### config.mk
export PLATFORM = sky130hd
export DESIGN_NAME = rgb_hue_colour_classifier
export DESIGN_NICKNAME = d
export VERILOG_FILES = /design/src/rtl/core/rhcc_pkg.sv /design/src/rtl/core/rhcc_front.sv /design/src/rtl/core/rhcc_div_stage.sv /design/src/rtl/core/rhcc_back.sv /design/src/rtl/core/rgb_hue_colour_classifier.sv
export SDC_FILE = /design/constraint.sdc
export NUM_CORES = 2
export LEC_CHECK = 0
export ABC_AREA = 1
export BUFFER_PORTS_ARGS = -buffer_cell sky130_fd_sc_hd__buf_4
export CORE_MARGIN = 2
export CORE_UTILIZATION = 50
export DETAILED_ROUTE_END_ITERATION = 7
export GPL_ROUTABILITY_DRIVEN = 0
export PLACE_DENSITY_LB_ADDON = 0.1
export SLEW_MARGIN = 40
export SYNTH_ARGS = -nofsm -noshare
export SYNTH_HDL_FRONTEND = slang
export SYNTH_HIERARCHICAL = 1
export SYNTH_SLANG_ARGS = --single-unit
### constraint.sdc
create_clock -name clk -period 11.9 [get_ports clk]
set_clock_uncertainty 0.05 [all_clocks]
set_input_delay 0.595 -clock clk [delete_from_list [all_inputs] [get_ports clk]]
set_output_delay 0.595 -clock clk [all_outputs]
set_load 0.1 [all_outputs]
### src/rtl/core/rhcc_pkg.sv
// types, constants and the divider step shared by the colour classifier
`timescale 1ns / 1ps

package rhcc_pkg;

    localparam int unsigned CountW = 16;
    localparam int unsigned HueW   = 15;
    localparam int unsigned DivSteps = 16;

    typedef struct packed {
        logic [15:0] red_count;
        logic [15:0] green_count;
        logic [15:0] blue_count;
    } pixel_t;

    typedef struct packed {
        logic [2:0]  hue_class;
        logic [14:0] hue_q6;
        logic [15:0] saturation_q16;
        logic [15:0] peak_level;
    } result_t;

    // which sector of the hue circle the item falls in
    typedef enum logic [1:0] {
        BASE_0   = 2'd0,
        BASE_120 = 2'd1,
        BASE_240 = 2'd2,
        BASE_360 = 2'd3
    } hue_base_t;

    // colour codes
    localparam logic [2:0] COLOUR_UNDEF      = 3'd0;
    localparam logic [2:0] COLOUR_RED        = 3'd1;
    localparam logic [2:0] COLOUR_ORANGE     = 3'd2;
    localparam logic [2:0] COLOUR_YELLOW     = 3'd3;
    localparam logic [2:0] COLOUR_GREEN      = 3'd4;
    localparam logic [2:0] COLOUR_LIGHT_BLUE = 3'd5;
    localparam logic [2:0] COLOUR_BLUE       = 3'd6;
    localparam logic [2:0] COLOUR_PINK       = 3'd7;

    // degrees in q6
    localparam logic [14:0] HUE_Q6_120 = 15'(120 * 64);
    localparam logic [14:0] HUE_Q6_240 = 15'(240 * 64);
    localparam logic [14:0] HUE_Q6_360 = 15'(360 * 64);
    localparam logic [14:0] HUE_Q6_MAX = 15'(360 * 64 - 1);

    // bin edges in q6
    localparam logic [14:0] EDGE_ORANGE     = 15'(10 * 64);
    localparam logic [14:0] EDGE_YELLOW     = 15'(30 * 64);
    localparam logic [14:0] EDGE_GREEN      = 15'(80 * 64);
    localparam logic [14:0] EDGE_LIGHT_BLUE = 15'(150 * 64);
    localparam logic [14:0] EDGE_BLUE       = 15'(215 * 64);
    localparam logic [14:0] EDGE_PINK       = 15'(270 * 64);
    localparam logic [14:0] EDGE_RED_HIGH   = 15'(350 * 64);

    localparam logic [15:0] SAT_MAX = 16'hFFFF;

    // classification held after the first stage
    typedef struct packed {
        logic [15:0] peak;
        logic [15:0] diff;
        logic [15:0] span;
        logic        neg;
        hue_base_t   base;
        logic        grey;
        logic        sat_full;
    } class_t;

    // state carried through the divider stages
    typedef struct packed {
        logic [15:0] hue_rem;
        logic [15:0] hue_low;
        logic [15:0] hue_quo;
        logic [15:0] sat_rem;
        logic [15:0] sat_quo;
        logic [15:0] peak;
        logic [15:0] diff;
        logic        neg;
        hue_base_t   base;
        logic        grey;
        logic        sat_full;
    } div_t;

    // one restoring step of both dividers: hue by diff, saturation by peak
    function automatic div_t div_step(input div_t s);
        div_t        o;
        logic [16:0] hue_sh;
        logic [16:0] sat_sh;
        o = s;
        hue_sh = {s.hue_rem, s.hue_low[15]};
        sat_sh = {s.sat_rem, 1'b0};
        o.hue_low = {s.hue_low[14:0], 1'b0};
        if (hue_sh >= {1'b0, s.diff})
        begin
            o.hue_rem = 16'(hue_sh - {1'b0, s.diff});
            o.hue_quo = {s.hue_quo[14:0], 1'b1};
        end
        else
        begin
            o.hue_rem = hue_sh[15:0];
            o.hue_quo = {s.hue_quo[14:0], 1'b0};
        end
        if (sat_sh >= {1'b0, s.peak})
        begin
            o.sat_rem = 16'(sat_sh - {1'b0, s.peak});
            o.sat_quo = {s.sat_quo[14:0], 1'b1};
        end
        else
        begin
            o.sat_rem = sat_sh[15:0];
            o.sat_quo = {s.sat_quo[14:0], 1'b0};
        end
        return o;
    endfunction

endpackage

### src/rtl/core/rhcc_front.sv
// front stages: max/min search, sector pick, divider setup
`timescale 1ns / 1ps

module rhcc_front
    import rhcc_pkg::*;
(
    input  logic   clk,
    input  logic   rst_n,
    input  logic   pixel_valid,
    input  pixel_t pixel,
    output logic   ready,
    input  logic   down_ready,
    output logic   valid,
    output div_t   data
);

    logic   cls_valid_reg;
    logic   cls_valid_next;
    class_t cls_reg;
    class_t cls_next;
    logic   cls_ready;

    logic   div_valid_reg;
    logic   div_valid_next;
    div_t   div_reg;
    div_t   div_next;

    logic [15:0] r;
    logic [15:0] g;
    logic [15:0] b;
    logic [15:0] mx;
    logic [15:0] mn;
    logic [15:0] p;
    logic [15:0] q;
    logic [27:0] scaled;

    assign r = pixel.red_count;
    assign g = pixel.green_count;
    assign b = pixel.blue_count;

    assign cls_ready = !div_valid_reg || down_ready;
    assign ready     = !cls_valid_reg || cls_ready;

    // stage one: extremes and sector
    always_comb
    begin
        mx = r;
        if (g > mx)
        begin
            mx = g;
        end
        if (b > mx)
        begin
            mx = b;
        end
        mn = r;
        if (g < mn)
        begin
            mn = g;
        end
        if (b < mn)
        begin
            mn = b;
        end
        // blue wins ties over green, green over red
        if (b == mx)
        begin
            cls_next.base = BASE_240;
            p = r;
            q = g;
        end
        else if (g == mx)
        begin
            cls_next.base = BASE_120;
            p = b;
            q = r;
        end
        else if (g >= b)
        begin
            cls_next.base = BASE_0;
            p = g;
            q = b;
        end
        else
        begin
            cls_next.base = BASE_360;
            p = g;
            q = b;
        end
        cls_next.peak     = mx;
        cls_next.diff     = 16'(mx - mn);
        cls_next.neg      = (p < q);
        cls_next.span     = (p < q) ? 16'(q - p) : 16'(p - q);
        cls_next.grey     = (mx == mn);
        cls_next.sat_full = (mn == 16'd0);
    end

    // stage two: span * 3840 as shift and subtract, divider start values
    always_comb
    begin
        scaled = {cls_reg.span, 12'd0} - {4'd0, cls_reg.span, 8'd0};
        div_next.hue_rem  = {4'd0, scaled[27:16]};
        div_next.hue_low  = scaled[15:0];
        div_next.hue_quo  = 16'd0;
        div_next.sat_rem  = cls_reg.diff;
        div_next.sat_quo  = 16'd0;
        div_next.peak     = cls_reg.peak;
        div_next.diff     = cls_reg.diff;
        div_next.neg      = cls_reg.neg;
        div_next.base     = cls_reg.base;
        div_next.grey     = cls_reg.grey;
        div_next.sat_full = cls_reg.sat_full;
    end

    assign cls_valid_next = ready ? pixel_valid : cls_valid_reg;
    assign div_valid_next = cls_ready ? cls_valid_reg : div_valid_reg;

    always_ff @(posedge clk or negedge rst_n)
    begin
        if (!rst_n)
        begin
            cls_valid_reg <= 1'b0;
            div_valid_reg <= 1'b0;
        end
        else
        begin
            cls_valid_reg <= cls_valid_next;
            div_valid_reg <= div_valid_next;
        end
    end

    always_ff @(posedge clk)
    begin
        if (ready && pixel_valid)
        begin
            cls_reg <= cls_next;
        end
        if (cls_ready && cls_valid_reg)
        begin
            div_reg <= div_next;
        end
    end

    assign valid = div_valid_reg;
    assign data  = div_reg;

endmodule

### src/rtl/core/rhcc_div_stage.sv
// one register stage of the hue and saturation dividers
`timescale 1ns / 1ps

module rhcc_div_stage
    import rhcc_pkg::*;
(
    input  logic clk,
    input  logic rst_n,
    input  logic up_valid,
    input  div_t up_data,
    output logic ready,
    input  logic down_ready,
    output logic valid,
    output div_t data
);

    logic valid_reg;
    logic valid_next;
    div_t data_reg;
    div_t data_next;

    assign ready      = !valid_reg || down_ready;
    assign valid_next = ready ? up_valid : valid_reg;
    assign data_next  = div_step(up_data);

    always_ff @(posedge clk or negedge rst_n)
    begin
        if (!rst_n)
        begin
            valid_reg <= 1'b0;
        end
        else
        begin
            valid_reg <= valid_next;
        end
    end

    always_ff @(posedge clk)
    begin
        if (ready && up_valid)
        begin
            data_reg <= data_next;
        end
    end

    assign valid = valid_reg;
    assign data  = data_reg;

endmodule

### src/rtl/core/rhcc_back.sv
// last stage: hue rounding and offset, binning, saturation clamp
`timescale 1ns / 1ps

module rhcc_back
    import rhcc_pkg::*;
(
    input  logic    clk,
    input  logic    rst_n,
    input  logic    up_valid,
    input  div_t    up_data,
    output logic    ready,
    input  logic    result_stall,
    output logic    result_valid,
    output result_t result
);

    logic        valid_reg;
    logic        valid_next;
    result_t     result_reg;
    result_t     result_next;
    logic [12:0] mag;
    logic [14:0] base_q6;
    logic [14:0] hue;

    assign ready      = !valid_reg || !result_stall;
    assign valid_next = ready ? up_valid : valid_reg;

    always_comb
    begin
        // ceiling for the sectors that subtract
        mag = {1'b0, up_data.hue_quo[11:0]}
            + {12'd0, up_data.neg && (up_data.hue_rem != 16'd0)};
        case (up_data.base)
            BASE_0:   base_q6 = 15'd0;
            BASE_120: base_q6 = HUE_Q6_120;
            BASE_240: base_q6 = HUE_Q6_240;
            BASE_360: base_q6 = HUE_Q6_360;
            default:  base_q6 = 15'd0;
        endcase
        hue = up_data.neg ? 15'(base_q6 - {2'd0, mag}) : 15'(base_q6 + {2'd0, mag});

        if (hue >= EDGE_RED_HIGH || hue < EDGE_ORANGE)
        begin
            result_next.hue_class = COLOUR_RED;
        end
        else if (hue < EDGE_YELLOW)
        begin
            result_next.hue_class = COLOUR_ORANGE;
        end
        else if (hue < EDGE_GREEN)
        begin
            result_next.hue_class = COLOUR_YELLOW;
        end
        else if (hue < EDGE_LIGHT_BLUE)
        begin
            result_next.hue_class = COLOUR_GREEN;
        end
        else if (hue < EDGE_BLUE)
        begin
            result_next.hue_class = COLOUR_LIGHT_BLUE;
        end
        else if (hue < EDGE_PINK)
        begin
            result_next.hue_class = COLOUR_BLUE;
        end
        else
        begin
            result_next.hue_class = COLOUR_PINK;
        end
        result_next.hue_q6         = hue;
        result_next.saturation_q16 = up_data.sat_full ? SAT_MAX : up_data.sat_quo;
        result_next.peak_level     = up_data.peak;
        if (up_data.grey)
        begin
            result_next.hue_class      = COLOUR_UNDEF;
            result_next.hue_q6         = 15'd0;
            result_next.saturation_q16 = 16'd0;
        end
    end

    always_ff @(posedge clk or negedge rst_n)
    begin
        if (!rst_n)
        begin
            valid_reg <= 1'b0;
        end
        else
        begin
            valid_reg <= valid_next;
        end
    end

    always_ff @(posedge clk)
    begin
        if (ready && up_valid)
        begin
            result_reg <= result_next;
        end
    end

    assign result_valid = valid_reg;
    assign result       = result_reg;

endmodule

### src/rtl/core/rgb_hue_colour_classifier.sv
// top level of the rgb hue colour classifier pipeline
`timescale 1ns / 1ps

// classifies one raw red/green/blue count triple into a colour code, hue in
// degrees times 64, saturation in 1/65536 and the peak channel count. the
// block is a 19-stage pipeline: two front stages (max/min and sector pick,
// then span times 3840 by shift and subtract), sixteen restoring divider
// stages that each resolve one quotient bit of both the hue division
// (span*3840/diff) and the saturation division (diff*65536/peak), and one
// output stage that applies the hue ceiling and sector offset, bins the hue
// and clamps the saturation. one item is accepted every cycle while the pipe
// is not stalled; each item passes the two front registers, the divider
// stages and the output register, and result_valid rises as it is loaded.
// stages hold no state between items, so empty stages close up behind a
// stalled result and pixel_stall only rises once the whole pipe is full.
// grey items (all channels equal) give code 0, hue 0 and saturation 0, and
// peak_level always carries the largest raw count.
module rgb_hue_colour_classifier
    import rhcc_pkg::*;
(
    input  logic    clk,
    input  logic    rst_n,
    input  logic    pixel_valid,
    output logic    pixel_stall,
    input  pixel_t  pixel,
    output logic    result_valid,
    input  logic    result_stall,
    output result_t result
);

    // chain of divider stages; index 0 is the front output
    logic div_valid [0:DivSteps];
    div_t div_data  [0:DivSteps];
    // ready of each divider stage, last slot is the output stage
    logic div_ready [1:DivSteps+1];
    logic front_ready;

    rhcc_front u_front (
        .clk         (clk),
        .rst_n       (rst_n),
        .pixel_valid (pixel_valid),
        .pixel       (pixel),
        .ready       (front_ready),
        .down_ready  (div_ready[1]),
        .valid       (div_valid[0]),
        .data        (div_data[0])
    );

    assign pixel_stall = !front_ready;

    // one quotient bit per stage
    for (genvar k = 1; k <= DivSteps; k++)
    begin : g_div
        rhcc_div_stage u_step (
            .clk        (clk),
            .rst_n      (rst_n),
            .up_valid   (div_valid[k-1]),
            .up_data    (div_data[k-1]),
            .ready      (div_ready[k]),
            .down_ready (div_ready[k+1]),
            .valid      (div_valid[k]),
            .data       (div_data[k])
        );
    end

    // output register doubles as the finishing stage
    rhcc_back u_back (
        .clk          (clk),
        .rst_n        (rst_n),
        .up_valid     (div_valid[DivSteps]),
        .up_data      (div_data[DivSteps]),
        .ready        (div_ready[DivSteps+1]),
        .result_stall (result_stall),
        .result_valid (result_valid),
        .result       (result)
    );

endmodule

==> flow_summary.ini <==
[status]
status = finished clean

[cts]
clk_latency_ns = 0.84
cts_buffers = 170
cts_max_level = 4
cts_tree = done
cts.sinks = 1585
clkTransAtPathRegs_ns = 0.06
cts_setup_buffers = 0
root_buffer = clkbuf_16
cts_buffer_depth = 3

[grt]
antenna_found_initial = 3
grt_pass1_wl_um = 377000
grt_max_degree = 67
grt_usage_pct = 23.5
grt_pass1_vias = 72100
grt_remaining_overflow = 0

[final_layout]
n_fill_cell = 17800
n_antenna_cell = 0
final_area_um2 = 108000
area_growth_pct = 9.51
nets = 12600
multi_input_area_um2 = 42000
regArea_um2 = 47500
largest_register_ffs = 1406
layout-drive-gt1-share_pct = 7.35

[sta]
tns_ns = 0
whs_ns = 0.0839
rsz0062_at_grt = no
setup_viol = 0
hold_viol_final = 0
worst_pin_slew_ns = 0.848
slew_violations = 0
fin_crit_sh_pct = 72.7
max_freq_mhz = 116
max_slew_margin_pct = 43.4
fin_crit_ns = 8.65

[floorplanning]
ioPinCount = 104
core_um2 = 197000
dieArea_um2 = 201000
rows = 163
die-width_um = 448
start_util_pct = 50.2
die_h_um = 448

[place]
portBuffers = 103
place_area_um2 = 102000
dp_hpwl_um = 185000

[critical_path]
critPathLaunchType = input pin
worstPathArrival_ns = 9.20
cp_common_cell = nand2_1
critPathSlowestCell = nand2_2
worstPathMaxFanout = 63
worstPathRequired_ns = 12.44
path_class = in2reg
max_stage_delay_ns = 0.59
reg2reg_from = u_back/result_valid$_DFFE_PN0N_
setup.worst_path.end_class = flip-flop
ff2ff_setup_slack_ns = 6.54
r2r-end = u_front/cls_reg[45]$_DFFE_PP_
reg2reg_depth = 37

[detailed_routing]
wl_um = 238000
drc = 0
first_pass_iters = 7
wl_per_cell_um = 16.3
via_per_inst = 5.14
final_antenna_net_count = 0
drt_iter0_drc = 5678
routed-via-count = 75100

[synthesis]
yosysWarnings = 6
syn_area_um2 = 98600
syn-instance-count = 11700
syn_avg_cell_area_um2 = 8.44

[min_path]
holdPathStages = 3
hp-start = pixel_valid
min_to = u_front/cls_valid_reg$_DFFE_PN0N_
min-delay-path-class = in2reg

[job]
drv_cap = 0

[power]
p_per_area_nw_per_um2 = 294
peakVddDrop_uv = 184
power.leakage_uw = 0.0534
worst max-delay path, delay by kind of cell:
kind / cells / cell delay, ns
adders and majority gates: 3 / 1.12
buffers and inverters: 6 / 1.24
and+or+nand+nor: 22 / 4.48
AOI/OAI and AO/OA: 9 / 1.50
xor gates and xnor gates: 1 / 0.13
per-layer routing:
metal  global-route usage (%)  share of wire, %  vias to the layer above  wire length (um)
li1                         -                 -                    37800                 -
met1                     30.1                43                    34600            102000
met2                     40.3                48                     2189            113000
met3                     3.16               5.5                      531             13100
met4                     8.97               3.8                        6              9000
met5                        0             0.017                        -                41
cells in the final DEF, fill, tap and decap left out, types with 85 or more instances in the layout:
master        n
nand2_1    4140
xor2_1      194
nand3_1     791
nand3b_1    100
nor2_2       85
a21oi_1     377
o21ai_0     114
nor2_1      485
buf_4       132
nand4_1     125
ha_1        648
inv_1      2112
nor3_1       93
clkbuf_16   170
edfxtp_1   1566
nand2_2     143
power breakdown:
group / internal [uW] / leakage, uW / switching, uW
Combinational: 5230 / 0.0350 / 10700
Sequential: 9050 / 0.0155 / 1290
Clock: 3270 / 0.00287 / 2280
Total: 17600 / 0.0534 / 14300
layout make-up:
class                   instances  share of cell area, %
clock inverters               112                   1.48
repair buffers                142                   1.03
flip-flops and latches       1585                   44.0
well taps                    2640                   3.06
multi-input cells            7787                   38.9
clock buffers                 202                   4.07
inverters                    2156                   7.53
how the worst max path moves through the flow:
stage                                    startpoint                                 to  slack [ns]  depth (start not counted)
finish                                    pixel[47]      u_front/cls_reg[13]$_DFFE_PP_        3.25                         41
global route                              pixel[47]      u_front/cls_reg[16]$_DFFE_PP_        2.73                         46
CTS                                       pixel[47]      u_front/cls_reg[13]$_DFFE_PP_        3.43                         39
detailed placement                        pixel[47]      u_front/cls_reg[13]$_DFFE_PP_        2.52                         39
global placement                          pixel[47]      u_front/cls_reg[13]$_DFFE_PP_        2.73                         39
floorplan           u_back/result_valid$_DFFE_PN0N_  g_div[1].u_step/data[0]$_DFFE_PP_        4.57                         33
per-stage QoR:
| stage | util [%] | setup slack (ns) | instances | power (uW) |
|---|---|---|---|---|
| after global placement | 51.8 | 2.73 | 14300 | 25800 |
| after CTS | 54.9 | 3.43 | 14600 | 31800 |
| final | 54.9 | 3.25 | 14600 | 31800 |
| after detailed placement | 51.9 | 2.52 | 14300 | 26100 |
| after global routing | 54.9 | 2.73 | 14600 | 34400 |
| after floorplan | - | 4.57 | 11700 | 22200 |
what timing repair did:
| action | in CTS | in global routing |
|---|---|---|
| resized for setup | 0 | 0 |
| hold endpoints to repair | 20 | 0 |
| hold buffers | 2 | 0 |
No activity file was read; power rests on OpenSTA's default activity.
